File: src/rtl/wvp_pkg.sv
// Shared types, constants and register codes for the wheel velocity PID.
package wvp_pkg;

   localparam int WHEELS     = 4;
   localparam int GAIN_SHIFT = 16;
   localparam int WHEEL_AW   = (WHEELS > 1) ? $clog2(WHEELS) : 1;

   localparam int WHEEL_W = 2;
   localparam int RPM_W   = 16;
   localparam int ERR_W   = RPM_W + 1;
   localparam int DELTA_W = ERR_W + 1;
   localparam int INTEG_W = 24;
   localparam int GAIN_W  = 24;
   localparam int LIMIT_W = 23;
   localparam int DRIVE_W = 16;
   localparam int CSR_W   = 24;

   localparam int P_W   = GAIN_W + 1 + ERR_W;
   localparam int I_W   = GAIN_W + 1 + INTEG_W;
   localparam int D_W   = GAIN_W + 1 + DELTA_W;
   localparam int SUM_W = I_W + 2;

   localparam int OUT_MAX = 32767;
   localparam logic [LIMIT_W-1:0] LIMIT_RESET = LIMIT_W'(65535);

   localparam int FIFO_DEPTH = 8;
   localparam int FIFO_AW    = $clog2(FIFO_DEPTH);
   localparam int CNT_W      = $clog2(FIFO_DEPTH + 1);
   localparam int OCC_W      = CNT_W + 1;

   localparam int STATE_W = ERR_W + INTEG_W;

   typedef enum logic [1:0] {
      CSR_PROP_GAIN,
      CSR_INTEG_GAIN_DT,
      CSR_DERIV_GAIN_PER_DT,
      CSR_INTEGRAL_LIMIT
   } csr_index_type;

   typedef enum logic {
      KIND_UPDATE,
      KIND_CLEAR
   } kind_type;

   typedef struct packed {
      logic [GAIN_W-1:0] prop;
      logic [GAIN_W-1:0] integ;
      logic [GAIN_W-1:0] deriv;
   } gains_type;

   typedef struct packed {
      kind_type                  kind;
      logic [WHEEL_W-1:0]        wheel;
      logic signed [RPM_W-1:0]   target;
      logic signed [RPM_W-1:0]   measured;
   } req_type;

   typedef struct packed {
      logic signed [ERR_W-1:0]   last_error;
      logic signed [INTEG_W-1:0] integral;
   } wheel_state_type;

   typedef struct packed {
      logic                      valid;
      logic [WHEEL_W-1:0]        wheel;
      logic signed [ERR_W-1:0]   e;
      logic signed [INTEG_W-1:0] integ;
      logic signed [DELTA_W-1:0] delta;
   } err_stage_type;

   typedef struct packed {
      logic [WHEEL_W-1:0]        wheel;
      logic [DRIVE_W-1:0]        drive;
      logic                      saturated;
   } result_type;

endpackage

File: src/rtl/wvp_ram.sv
// Generic single-port-write, registered-read RAM.
module wvp_ram #(
   parameter int WIDTH = 8,
   parameter int DEPTH = 4
) (
   input  logic                                    clock,
   input  logic                                    wr_en,
   input  logic [((DEPTH > 1) ? $clog2(DEPTH) : 1)-1:0] wr_addr,
   input  logic [WIDTH-1:0]                        wr_data,
   input  logic                                    rd_en,
   input  logic [((DEPTH > 1) ? $clog2(DEPTH) : 1)-1:0] rd_addr,
   output logic [WIDTH-1:0]                        rd_data
);

   logic [WIDTH-1:0] mem_ff [DEPTH];
   logic [WIDTH-1:0] rd_data_ff;

   always_ff @(posedge clock) begin
      if (wr_en) begin
         mem_ff[wr_addr] <= wr_data;
      end
      if (rd_en) begin
         rd_data_ff <= mem_ff[rd_addr];
      end
   end

   assign rd_data = rd_data_ff;

endmodule

File: src/rtl/wvp_update.sv
// Per-wheel state read-modify-write: error, clamped integral and error delta.
module wvp_update (
   input  logic                          clock,
   input  logic                          reset,
   input  logic                          req_fire,
   input  wvp_pkg::req_type              req,
   input  logic [wvp_pkg::LIMIT_W-1:0]   limit,
   output logic                          s1_busy,
   output wvp_pkg::err_stage_type        stage
);

   wvp_pkg::req_type          s1_ff;
   logic                      s1_valid_ff;
   logic                      valid_ff [wvp_pkg::WHEELS];
   logic                      fwd_valid_ff;
   logic [wvp_pkg::WHEEL_AW-1:0] fwd_addr_ff;
   wvp_pkg::wheel_state_type  fwd_data_ff;
   wvp_pkg::err_stage_type    s2_ff;
   wvp_pkg::err_stage_type    s2_in;

   logic [wvp_pkg::WHEEL_AW-1:0] rd_addr;
   logic [wvp_pkg::WHEEL_AW-1:0] addr1;
   logic [wvp_pkg::STATE_W-1:0]  ram_rd;
   wvp_pkg::wheel_state_type  old_state;
   wvp_pkg::wheel_state_type  new_state;
   logic                      in_range;
   logic                      wr_en;
   logic signed [wvp_pkg::ERR_W-1:0]   e;
   logic signed [wvp_pkg::INTEG_W:0]   integ_sum;
   logic signed [wvp_pkg::INTEG_W:0]   lim_pos;
   logic signed [wvp_pkg::INTEG_W:0]   lim_neg;
   logic signed [wvp_pkg::INTEG_W-1:0] integ;
   logic signed [wvp_pkg::DELTA_W-1:0] delta;

   assign rd_addr = wvp_pkg::WHEEL_AW'(req.wheel);
   assign addr1   = wvp_pkg::WHEEL_AW'(s1_ff.wheel);

   wvp_ram #(
      .WIDTH(wvp_pkg::STATE_W),
      .DEPTH(wvp_pkg::WHEELS)
   ) u_state_ram (
      .clock  (clock),
      .wr_en  (wr_en),
      .wr_addr(addr1),
      .wr_data(new_state),
      .rd_en  (req_fire),
      .rd_addr(rd_addr),
      .rd_data(ram_rd)
   );

   always_comb begin
      in_range = (int'(s1_ff.wheel) < wvp_pkg::WHEELS);
      if (fwd_valid_ff && (fwd_addr_ff == addr1)) begin
         old_state = fwd_data_ff;
      end else if (in_range && valid_ff[addr1]) begin
         old_state = ram_rd;
      end else begin
         old_state = '0;
      end

      e = wvp_pkg::ERR_W'(s1_ff.target) - wvp_pkg::ERR_W'(s1_ff.measured);
      integ_sum = (wvp_pkg::INTEG_W + 1)'(old_state.integral) + (wvp_pkg::INTEG_W + 1)'(e);
      lim_pos = signed'((wvp_pkg::INTEG_W + 1)'(limit));
      lim_neg = -lim_pos;
      if (integ_sum > lim_pos) begin
         integ = wvp_pkg::INTEG_W'(lim_pos);
      end else if (integ_sum < lim_neg) begin
         integ = wvp_pkg::INTEG_W'(lim_neg);
      end else begin
         integ = wvp_pkg::INTEG_W'(integ_sum);
      end
      delta = wvp_pkg::DELTA_W'(e) - wvp_pkg::DELTA_W'(old_state.last_error);

      wr_en = s1_valid_ff && in_range;
      if (s1_ff.kind == wvp_pkg::KIND_CLEAR) begin
         new_state = '0;
      end else begin
         new_state.last_error = e;
         new_state.integral   = integ;
      end

      s2_in.valid = s1_valid_ff && in_range && (s1_ff.kind == wvp_pkg::KIND_UPDATE);
      s2_in.wheel = s1_ff.wheel;
      s2_in.e     = e;
      s2_in.integ = integ;
      s2_in.delta = delta;
   end

   always_ff @(posedge clock) begin
      if (reset) begin
         s1_valid_ff  <= 1'b0;
         fwd_valid_ff <= 1'b0;
         s2_ff.valid  <= 1'b0;
         for (int i = 0; i < wvp_pkg::WHEELS; i++) begin
            valid_ff[i] <= 1'b0;
         end
      end else begin
         s1_valid_ff  <= req_fire;
         fwd_valid_ff <= wr_en;
         s2_ff.valid  <= s2_in.valid;
         if (wr_en) begin
            valid_ff[addr1] <= 1'b1;
         end
      end
      if (req_fire) begin
         s1_ff <= req;
      end
      fwd_addr_ff <= addr1;
      fwd_data_ff <= new_state;
      s2_ff.wheel <= s2_in.wheel;
      s2_ff.e     <= s2_in.e;
      s2_ff.integ <= s2_in.integ;
      s2_ff.delta <= s2_in.delta;
   end

   assign s1_busy = s1_valid_ff;
   assign stage   = s2_ff;

   a_fwd_follows_write: assert property (@(posedge clock) disable iff (reset)
      wr_en |=> (fwd_valid_ff && (fwd_addr_ff == $past(addr1))))
      else $error("forwarding register missed a state write");

   a_clear_no_result: assert property (@(posedge clock) disable iff (reset)
      (s1_valid_ff && (s1_ff.kind == wvp_pkg::KIND_CLEAR)) |=> !s2_ff.valid)
      else $error("clear word produced a result");

   a_written_marked: assert property (@(posedge clock) disable iff (reset)
      wr_en |=> valid_ff[$past(addr1)])
      else $error("written wheel entry not marked valid");

endmodule

File: src/rtl/wvp_calc.sv
// Gain multiplies, scaling, summation and output saturation.
module wvp_calc (
   input  logic                   clock,
   input  logic                   reset,
   input  wvp_pkg::err_stage_type stage,
   input  wvp_pkg::gains_type     gains,
   output logic                   result_valid,
   output wvp_pkg::result_type    result
);

   logic                             prod_valid_ff;
   logic [wvp_pkg::WHEEL_W-1:0]      prod_wheel_ff;
   logic signed [wvp_pkg::P_W-1:0]   p_ff;
   logic signed [wvp_pkg::I_W-1:0]   i_ff;
   logic signed [wvp_pkg::D_W-1:0]   d_ff;
   logic signed [wvp_pkg::P_W-1:0]   p_in;
   logic signed [wvp_pkg::I_W-1:0]   i_in;
   logic signed [wvp_pkg::D_W-1:0]   d_in;
   logic signed [wvp_pkg::SUM_W-1:0] p_term;
   logic signed [wvp_pkg::SUM_W-1:0] i_term;
   logic signed [wvp_pkg::SUM_W-1:0] d_term;
   logic signed [wvp_pkg::SUM_W-1:0] sum;
   logic signed [wvp_pkg::SUM_W-1:0] out_max;
   logic signed [wvp_pkg::SUM_W-1:0] clamped;

   always_comb begin
      p_in = wvp_pkg::P_W'(signed'({1'b0, gains.prop}))  * wvp_pkg::P_W'(stage.e);
      i_in = wvp_pkg::I_W'(signed'({1'b0, gains.integ})) * wvp_pkg::I_W'(stage.integ);
      d_in = wvp_pkg::D_W'(signed'({1'b0, gains.deriv})) * wvp_pkg::D_W'(stage.delta);
   end

   always_ff @(posedge clock) begin
      if (reset) begin
         prod_valid_ff <= 1'b0;
      end else begin
         prod_valid_ff <= stage.valid;
      end
      prod_wheel_ff <= stage.wheel;
      p_ff <= p_in;
      i_ff <= i_in;
      d_ff <= d_in;
   end

   always_comb begin
      p_term  = wvp_pkg::SUM_W'(p_ff) >>> wvp_pkg::GAIN_SHIFT;
      i_term  = wvp_pkg::SUM_W'(i_ff) >>> wvp_pkg::GAIN_SHIFT;
      d_term  = wvp_pkg::SUM_W'(d_ff) >>> wvp_pkg::GAIN_SHIFT;
      sum     = p_term + i_term + d_term;
      out_max = wvp_pkg::SUM_W'(wvp_pkg::OUT_MAX);
      result.saturated = 1'b1;
      if (sum > out_max) begin
         clamped = out_max;
      end else if (sum < -out_max) begin
         clamped = -out_max;
      end else begin
         clamped = sum;
         result.saturated = 1'b0;
      end
      result.drive = wvp_pkg::DRIVE_W'(-clamped);
      result.wheel = prod_wheel_ff;
   end

   assign result_valid = prod_valid_ff;

   a_drive_in_range: assert property (@(posedge clock) disable iff (reset)
      prod_valid_ff |-> (result.drive != wvp_pkg::DRIVE_W'(16'h8000)))
      else $error("drive reached negative full scale");

   a_sat_at_limit: assert property (@(posedge clock) disable iff (reset)
      (prod_valid_ff && result.saturated) |->
         ((clamped == out_max) || (clamped == -out_max)))
      else $error("saturation flag without a clamped value");

   a_valid_follows: assert property (@(posedge clock) disable iff (reset)
      stage.valid |=> prod_valid_ff)
      else $error("product stage dropped a word");

endmodule

File: src/rtl/wvp_fifo.sv
// Result queue that decouples the pipeline from the output handshake.
module wvp_fifo (
   input  logic                      clock,
   input  logic                      reset,
   input  logic                      push,
   input  wvp_pkg::result_type       push_data,
   input  logic                      pop,
   output logic                      not_empty,
   output wvp_pkg::result_type       head,
   output logic [wvp_pkg::CNT_W-1:0] count
);

   wvp_pkg::result_type             entries_ff [wvp_pkg::FIFO_DEPTH];
   logic [wvp_pkg::FIFO_AW-1:0]     wr_ptr_ff;
   logic [wvp_pkg::FIFO_AW-1:0]     rd_ptr_ff;
   logic [wvp_pkg::CNT_W-1:0]       count_ff;
   logic [wvp_pkg::CNT_W-1:0]       count_in;
   logic                            do_pop;

   assign do_pop = pop && (count_ff != '0);

   always_comb begin
      count_in = count_ff;
      if (push && !do_pop) begin
         count_in = count_ff + wvp_pkg::CNT_W'(1);
      end else if (!push && do_pop) begin
         count_in = count_ff - wvp_pkg::CNT_W'(1);
      end
   end

   always_ff @(posedge clock) begin
      if (reset) begin
         wr_ptr_ff <= '0;
         rd_ptr_ff <= '0;
         count_ff  <= '0;
      end else begin
         count_ff <= count_in;
         if (push) begin
            wr_ptr_ff <= wr_ptr_ff + wvp_pkg::FIFO_AW'(1);
         end
         if (do_pop) begin
            rd_ptr_ff <= rd_ptr_ff + wvp_pkg::FIFO_AW'(1);
         end
      end
      if (push) begin
         entries_ff[wr_ptr_ff] <= push_data;
      end
   end

   assign not_empty = (count_ff != '0);
   assign head      = entries_ff[rd_ptr_ff];
   assign count     = count_ff;

   a_count_bound: assert property (@(posedge clock) disable iff (reset)
      count_ff <= wvp_pkg::CNT_W'(wvp_pkg::FIFO_DEPTH))
      else $error("result queue count beyond depth");

   a_no_overflow: assert property (@(posedge clock) disable iff (reset)
      (count_ff == wvp_pkg::CNT_W'(wvp_pkg::FIFO_DEPTH)) |-> !(push && !do_pop))
      else $error("push into a full result queue");

   a_ptr_gap: assert property (@(posedge clock) disable iff (reset)
      (count_ff == '0) |-> (wr_ptr_ff == rd_ptr_ff))
      else $error("queue pointers disagree with an empty count");

endmodule

File: src/rtl/wheel_velocity_pid.sv
// Top level of the per-wheel velocity PID with integral clamp.
// A result passes the request, error and product registers and the result queue to rsp.
// Throughput: one word per cycle while rsp_tready holds; the eight-entry result queue and
// the in-flight count set when req_tready drops under back-pressure.
// Reset: gains clear to zero and the integral limit becomes 65535; every wheel's state
// reads as zero through per-wheel valid bits, so no clearing pass runs.
module wheel_velocity_pid (
   input  logic                       clock,
   input  logic                       reset,
   input  logic                       req_tvalid,
   output logic                       req_tready,
   input  logic [39:0]                req_tdata,   // wheel, target_rpm, measured_rpm
   input  logic                       req_tuser,   // kind
   output logic                       rsp_tvalid,
   input  logic                       rsp_tready,
   output logic [23:0]                rsp_tdata,   // wheel_out, drive
   output logic                       rsp_tuser,   // saturated
   input  logic                       csr_valid,
   output logic                       csr_ready,
   input  logic [1:0]                 csr_index,
   input  logic [wvp_pkg::CSR_W-1:0]  csr_data
);

   wvp_pkg::gains_type              gains_ff;
   logic [wvp_pkg::LIMIT_W-1:0]     limit_ff;
   wvp_pkg::req_type                req;
   logic                            req_fire;
   logic                            s1_busy;
   wvp_pkg::err_stage_type          stage;
   logic                            result_valid;
   wvp_pkg::result_type             result;
   wvp_pkg::result_type             head;
   logic                            not_empty;
   logic [wvp_pkg::CNT_W-1:0]       count;
   logic [wvp_pkg::OCC_W-1:0]       occupancy;

   always_ff @(posedge clock) begin
      if (reset) begin
         gains_ff <= '0;
         limit_ff <= wvp_pkg::LIMIT_RESET;
      end else if (csr_valid) begin
         unique case (wvp_pkg::csr_index_type'(csr_index))
            wvp_pkg::CSR_PROP_GAIN:         gains_ff.prop  <= csr_data;
            wvp_pkg::CSR_INTEG_GAIN_DT:     gains_ff.integ <= csr_data;
            wvp_pkg::CSR_DERIV_GAIN_PER_DT: gains_ff.deriv <= csr_data;
            wvp_pkg::CSR_INTEGRAL_LIMIT:    limit_ff <= wvp_pkg::LIMIT_W'(csr_data);
            default: ;
         endcase
      end
   end

   assign csr_ready = 1'b1;

   always_comb begin
      req.kind     = wvp_pkg::kind_type'(req_tuser);
      req.wheel    = req_tdata[1:0];
      req.target   = req_tdata[17:2];
      req.measured = req_tdata[33:18];
      occupancy = wvp_pkg::OCC_W'(count) + wvp_pkg::OCC_W'(s1_busy)
                + wvp_pkg::OCC_W'(stage.valid) + wvp_pkg::OCC_W'(result_valid);
   end

   assign req_tready = (occupancy < wvp_pkg::OCC_W'(wvp_pkg::FIFO_DEPTH));
   assign req_fire   = req_tvalid && req_tready;

   wvp_update u_update (
      .clock   (clock),
      .reset   (reset),
      .req_fire(req_fire),
      .req     (req),
      .limit   (limit_ff),
      .s1_busy (s1_busy),
      .stage   (stage)
   );

   wvp_calc u_calc (
      .clock       (clock),
      .reset       (reset),
      .stage       (stage),
      .gains       (gains_ff),
      .result_valid(result_valid),
      .result      (result)
   );

   wvp_fifo u_fifo (
      .clock    (clock),
      .reset    (reset),
      .push     (result_valid),
      .push_data(result),
      .pop      (rsp_tready),
      .not_empty(not_empty),
      .head     (head),
      .count    (count)
   );

   assign rsp_tvalid = not_empty;
   assign rsp_tdata  = {6'b0, head.drive, head.wheel};
   assign rsp_tuser  = head.saturated;

   a_no_accept_when_full: assert property (@(posedge clock) disable iff (reset)
      (occupancy >= wvp_pkg::OCC_W'(wvp_pkg::FIFO_DEPTH)) |-> !req_fire)
      else $error("request taken with no room for its result");

   a_limit_reset: assert property (@(posedge clock)
      $past(reset) |-> (limit_ff == wvp_pkg::LIMIT_RESET))
      else $error("integral limit not at its reset value");

   a_occupancy_bound: assert property (@(posedge clock) disable iff (reset)
      occupancy <= wvp_pkg::OCC_W'(wvp_pkg::FIFO_DEPTH))
      else $error("more words in flight than the queue can hold");

endmodule

File: config.mk
export PLATFORM = sky130hd
export DESIGN_NAME = wheel_velocity_pid
export DESIGN_NICKNAME = d
export VERILOG_FILES = /design/src/rtl/wvp_pkg.sv /design/src/rtl/wvp_ram.sv /design/src/rtl/wvp_update.sv /design/src/rtl/wvp_calc.sv /design/src/rtl/wvp_fifo.sv /design/src/rtl/wheel_velocity_pid.sv
export SDC_FILE = /design/constraint.sdc
export NUM_CORES = 2
export LEC_CHECK = 0
export BUFFER_PORTS_ARGS = -buffer_cell sky130_fd_sc_hd__clkbuf_2
export CELL_PAD_IN_SITES_DETAIL_PLACEMENT = 1
export CELL_PAD_IN_SITES_GLOBAL_PLACEMENT = 1
export CORE_UTILIZATION = 53
export CTS_CLUSTER_SIZE = 28
export DETAILED_ROUTE_END_ITERATION = 10
export HOLD_SLACK_MARGIN = 0.15
export PLACE_DENSITY = 0.89
export SLEW_MARGIN = 20
export SYNTH_ARGS = -nofsm -noshare
export SYNTH_HDL_FRONTEND = slang
export SYNTH_HIERARCHICAL = 1
export SYNTH_SLANG_ARGS = --single-unit
export TNS_END_PERCENT = 5
File: constraint.sdc
create_clock -name clock -period 8.4 [get_ports clock]
set_input_delay 1.68 -clock clock [delete_from_list [all_inputs] [get_ports clock]]
set_output_delay 1.68 -clock clock [all_outputs]
set_load 0.1 [all_outputs]
After elaboration in Yosys (flattened, before gate mapping). Memory sizes are Yosys's and may differ from the RTL's. A register that Yosys moved wholly into a read port is not among the register bits. Cells that the tools add are included.

Bits in registers: 382. Bits in writable memories: 320. Bits of input ports: 72. Word-level logic and storage cells: 96. Memories kept: 3.

Memory list: u_update.u_state_ram.mem_ff (depth 4, bits a word 41, read ports 1, clocked after Yosys merged registers in 1, wr ports 1, line wvp_ram.sv:15) `logic [WIDTH-1:0] mem_ff [DEPTH];`; u_fifo.entries_ff (depth 8, bits a word 19, read ports 1, clocked after Yosys merged registers in 1, wr ports 1, line wvp_fifo.sv:13) `wvp_pkg::result_type entries_ff [wvp_pkg::FIFO_DEPTH];`; u_update.valid_ff (depth 4, bits a word 1, read ports 1, clocked after Yosys merged registers in 1, wr ports 4, line wvp_update.sv:14) `logic valid_ff [wvp_pkg::WHEELS];`.

$add $sub $neg: 14. $mul: 3. Magnitude comparators: 5. Eq/ne operators: 4. Muxes and demuxes: 25. Bitwise gates (word level): 1. Reduce and logical (&&, ||, !) cells: 16.

Operator list (number): two-way mux 41 bit (3); multiplier 25 x 24 -> 49 bit (1); two-way mux 24 bit (2); multiplier 25 x 18 -> 43 bit (1); multiplier 25 x 17 -> 42 bit (1); adder 34 x 27 -> 35 bit (1); > comparator 35 x 16 -> 1 bit, second input constant (1); < comparator 35 x 16 -> 1 bit, second input constant (1); adder 26 x 33 -> 34 bit (1); two-way mux 16 bit (2); adder 24 x 17 -> 25 bit (1); > comparator 25 x 24 -> 1 bit (1); < comparator 25 bit (1); negation 23 -> 25 bit (1); subtractor 17 x 17 -> 18 bit (1); subtractor 16 x 16 -> 17 bit (1); negation 16 bit (1); two-way mux 1 bit (12); adder 5 x 1 -> 5 bit (2); two-way mux 4 bit (2); AND reduction 2 bit (4); adder 3 x 1 -> 3 bit, second input constant (2); logical AND 1 bit (6); two-way mux 3 bit (2); 14 further kinds (17).

Depth between registers and ports, before layout.
Word-level depth: 8. Depth in mapped cells: 32.

By module. Netlist, hierarchy kept.

Modules (own cells, without submodules): wvp_calc (times used 1, cells an instance 5521, area an instance 49745.2 um2, sequential area each 1781.7 um2); wvp_update (times used 1, cells an instance 992, area an instance 9288.9 um2, sequential area each 3313.2 um2); wvp_ram (times used 1, cells an instance 260, area an instance 7229.4 um2, sequential area each 6155.9 um2); wvp_fifo (times used 1, cells an instance 288, area an instance 6434.9 um2, sequential area each 4824.6 um2); wheel_velocity_pid (times used 1, cells an instance 372, area an instance 3921.3 um2, sequential area each 1901.8 um2).

Worst setup path after synthesis. Ideal clock, no wire load.

Kind: reg-to-reg. Start: register u_update.s2_ff (netlist bit u_update/stage[21]). End: register u_calc/i_ff[47] (netlist name). Setup time: 0.072 ns. Arrival: 6.853 ns. Setup slack: 1.475 ns. Stages on the path, launching flop included: 27. Buffers on the path: 1. Cell sequence: dfxtp_1 -> clkbuf_1 -> nand2_1 -> fa_1 -> inv_1 -> fa_1 -> inv_1 -> fa_1 -> fa_1 -> inv_1 -> fa_1 -> fa_1 -> inv_1 -> fa_1 -> inv_1 -> ha_1 -> a211oi_1 -> nor2_1 -> o311a_1 -> a311o_1 -> nand3_1 -> a21oi_1 -> o21a_1 -> a41o_1 -> or2_2 -> a21oi_1 -> xnor2_1.

Cells in the longest elaborated chain, start to end: 1.

RTL lines: start, declared (line wvp_update.sv:18) `wvp_pkg::err_stage_type s2_ff;`; multiplier 25 x 24 -> 49 bit (line wvp_calc.sv:28) `i_in = wvp_pkg::I_W'(signed'({1'b0, gains.integ})) * wvp_pkg::I_W'(stage.integ);`; named net u_calc.i_in, one bit (line wvp_calc.sv:17) `logic signed [wvp_pkg::I_W-1:0] i_in;`; end signal, assigned (line wvp_calc.sv:40) `i_ff <= i_in;`; end, declared (line wvp_calc.sv:14) `logic signed [wvp_pkg::I_W-1:0] i_ff;`.

The timed path passes the listed nets, and every way through them passes these cells. A chain may end at the register's enable or synchronous reset.

==> results.py <==
metrics = {
    "outcome": {
        "status": "complete, no violations",
    },
    "route": {
        "routed_wl_mm": 281.5,
        "first_pass_iters": 6,
        "vias_per_cell": 6.284,
        "num_vias": 59330,
        "wl_per_cell_um": 29.82,
        "drc_errors": 0,
        "postRouteAntennaNets": 0,
        "first_iter_violations": 6037,
    },
    "yosys": {
        "synth-edff-count": 396,
        "async_flop_share_pct": 0,
        "yosys.area.top_type": "fa_1",
        "ys_warn_count": 6,
        "synthTopCellsByArea": "fa_1 (31%), edfxtp_1 (16%), ha_1 (10%)",
        "syn_area_um2": 76620,
        "avgSynthCellArea_um2": 10.31,
        "ys_seq_elements": 700,
        "yosysMostFrequentCell": "inv_1",
        "synth_top_area_share_pct": 31.33,
        "synthCells": 7433,
        "synthTopCellsByCount": "inv_1 (1405), fa_1 (1199), nand2_1 (884)",
        "ys_seq_area_share_pct": 23.46,
        "synth.distinct_cells": 119,
        "synth_ff_type": "edfxtp_1",
    },
    "global_route": {
        "grt_max_degree": 101,
        "grt_util_all_layers_pct": 38.54,
        "gr-total-overflow": 0,
        "grt_antenna_before_repair": 22,
        "grt_pass1_vias": 68390,
        "grt_pass1_wl_mm": 420.4,
    },
    "place": {
        "place_ws_ps": 21.37,
        "placed_area_um2": 79290,
        "hpwlAfterDp_mm": 199.0,
        "finalWeightedCongestion": 0.9299,
        "io_buffers": 86,
    },
    "final_layout": {
        "design_area_um2": 82370,
        "drive_gt1_share_pct": 7.820,
        "multi_input_area_um2": 51950,
        "areaGrowthSynthToFinish_pct": 7.502,
        "regArea_um2": 18000,
        "fillers": 15370,
        "fin_nets": 9336,
    },
    "timing": {
        "fmax_mhz": 119.3,
        "period_minus_slack_ps": 8382,
        "whs_ps": 489.6,
        "slew_viol_final": 0,
        "fin_tns_setup_ps": 0,
        "slew_headroom_pct": 20.03,
        "period_share_pct": 99.79,
        "setup_ws_ps": 17.91,
        "hold_viol_final": 0,
        "setup_viol": 0,
        "tightest_slew_ps": 1198,
        "finalClockSkew_ps": 88.55,
    },
    "clock_tree": {
        "cts_hold_buffers": 0,
        "clk_pin_slew_worst_paths_ps": 70,
        "clkLatencyLatePin_ps": 770,
        "cts_buffer_depth": 3,
        "cts_buffers": 80,
        "root_buffer": "clkbuf_16",
        "cts.sinks": 700,
        "h-tree-depth": 3,
        "tritoncts": "yes",
    },
    "critical_path": {
        "crit_family": "compound AO/OA/AOI/OAI gates",
        "crit_arrival_ps": 8870,
        "worstSetupPathType": "reg2reg",
        "start_kind": "flop",
        "path_max_fanout": 16,
        "required_ps": 8880,
        "slowest_delay_ps": 560,
        "cpMostUsedCell": "a21oi_1",
        "crit_path_end_kind": "flop",
        "cp_slowest_cell": "a31oi_4",
        "critical_path_buf_inv_count": 0,
    },
    "power": {
        "leakage_uw": 0.03843,
        "power.switching_uw": 17690,
        "p_int_uw": 14920,
        "power_density_nw_per_um2": 395.9,
        "combPwrFrac_pct": 68.2,
        "swShare_pct": 54.24,
        "ir_worst_vdd_uv": 374.7,
        "p_seq_share_pct": 19.7,
        "pwr-share-clk_pct": 12.1,
    },
    "die": {
        "die_h_um": 382.2,
        "io_pins": 100,
        "start_util_pct": 53.40,
        "rows": 139,
        "dieArea_um2": 146100,
        "die_w_um": 382.2,
        "core_um2": 143500,
    },
    "job": {
        "cap_violations": 0,
    },
    "hold_path": {
        "hold_path_class": "reg2reg",
    },
}
[power groups by stage]
stage	Sequential, uW	Clock [uW]	Combinational (uW)
floorplan	5540	0	13700
global placement	6240	0	18200
detailed placement	6330	0	20100
CTS	6310	3960	21100
global route	6420	4060	23200
finish	6420	3960	22200
[flip-flops by register name, summed over array words and instances (netlist names), 23 cells and up, named ones only]
name	count
u_update/u_state_ram/rd_data	41
u_fifo/entries_ff	152
gains_ff	72
u_update/s1_ff	33
u_calc/p_ff	26
u_calc/d_ff	27
u_update/fwd_data_ff	41
limit_ff	23
u_update/stage	62
u_calc/i_ff	33
u_update/u_state_ram/mem_ff	164
[layout by cell type (no fill, tap or decap), types with 34 or more instances in the layout]
master,synthesis,routed
a21o_1,80,80
a21oi_1,152,149
and2_1,606,606
buf_4,10,172
clkbuf_16,0,82
clkbuf_2,0,84
dfxtp_1,304,289
edfxtp_1,396,396
fa_1,1199,1199
ha_1,613,613
inv_1,1405,1405
mux2i_1,130,130
mux4_2,70,70
nand2_1,884,884
nand2b_1,179,179
nand3_1,42,42
nor2_1,198,197
nor2b_1,52,52
nor3_1,49,47
o21a_1,34,34
o21ai_0,94,92
xnor2_1,129,128
xor2_1,58,56
[routing by layer]
layer  wire (um)  vias up  global-route usage [%]
met5         157        -                   1.025
met4       26360       24                   30.49
met3       29400     1710                   11.67
met2      130800     4163                   61.79
met1       94820    30080                   42.63
li1            -    23350                       -
[final timing paths]
check	start	end	cells after the start	slack, ps
worst max-delay path	u_update/s1_ff[26]	u_update/u_state_ram/mem_ff[0][13]	29	20
worst min-delay path	u_fifo/rd_ptr_ff[1]	flop	2	490
worst max register to register	u_update/s1_ff[26]	u_update/u_state_ram/mem_ff[0][13]	29	20
worst min register to register	u_fifo/rd_ptr_ff[1]	flop	2	490
[kinds of logic (layout without fill, tap and decap cells)]
| kind of cell | count (synthesis) | after routing | synth area share (%) |
|---|---|---|---|
| flops | 700 | 700 | 23.46 |
| buf+inv | 1737 | 1818 | 8.887 |
| simple gates | 2145 | 2145 | 14.01 |
| xor+xnor | 187 | 187 | 2.138 |
| other cells | 2 | 26 | 0.009802 |
| fa+ha+maj | 1813 | 1813 | 41.35 |
| mux | 235 | 235 | 4.554 |
| compound gates | 614 | 614 | 5.587 |
[what timing repair did]
| item | 4_1_cts | 5_1_grt |
|---|---|---|
| gates cloned | 0 | 0 |
| pin swaps | 0 | 3 |
| endpoints found under the hold margin | 0 | 0 |
| endpoints found under the setup margin | 10 | 91 |
| gates resized for setup | 8 | 17 |
| buffers inserted | 0 | 1 |
[metrics by stage]
step                utilization (%)  total power (uW)  std cells
floorplan                         -             19220       7438
global placement              55.26             24400       9272
detailed placement            55.26             26380       9272
CTS                           57.32             31400       9421
global route                  57.39             33670       9430
finish                        57.41             32610       9441
[final cells by class]
cell class	count	share of cell area (%)
antenna	19	0.05772
clock buffer	99	2.629
clock inverter	50	0.9372
inverter	1409	6.423
multi-input combinational	5001	63.08
sequential	700	21.85
tap	1903	2.891
timing repair buffer	260	2.136
[worst min-delay path, stage by stage, from the launching register on]
cell and delay (ps):
dfxtp_1 310, nand2_1 50, a21oi_1 70
(Power assumes the default switching activity.)
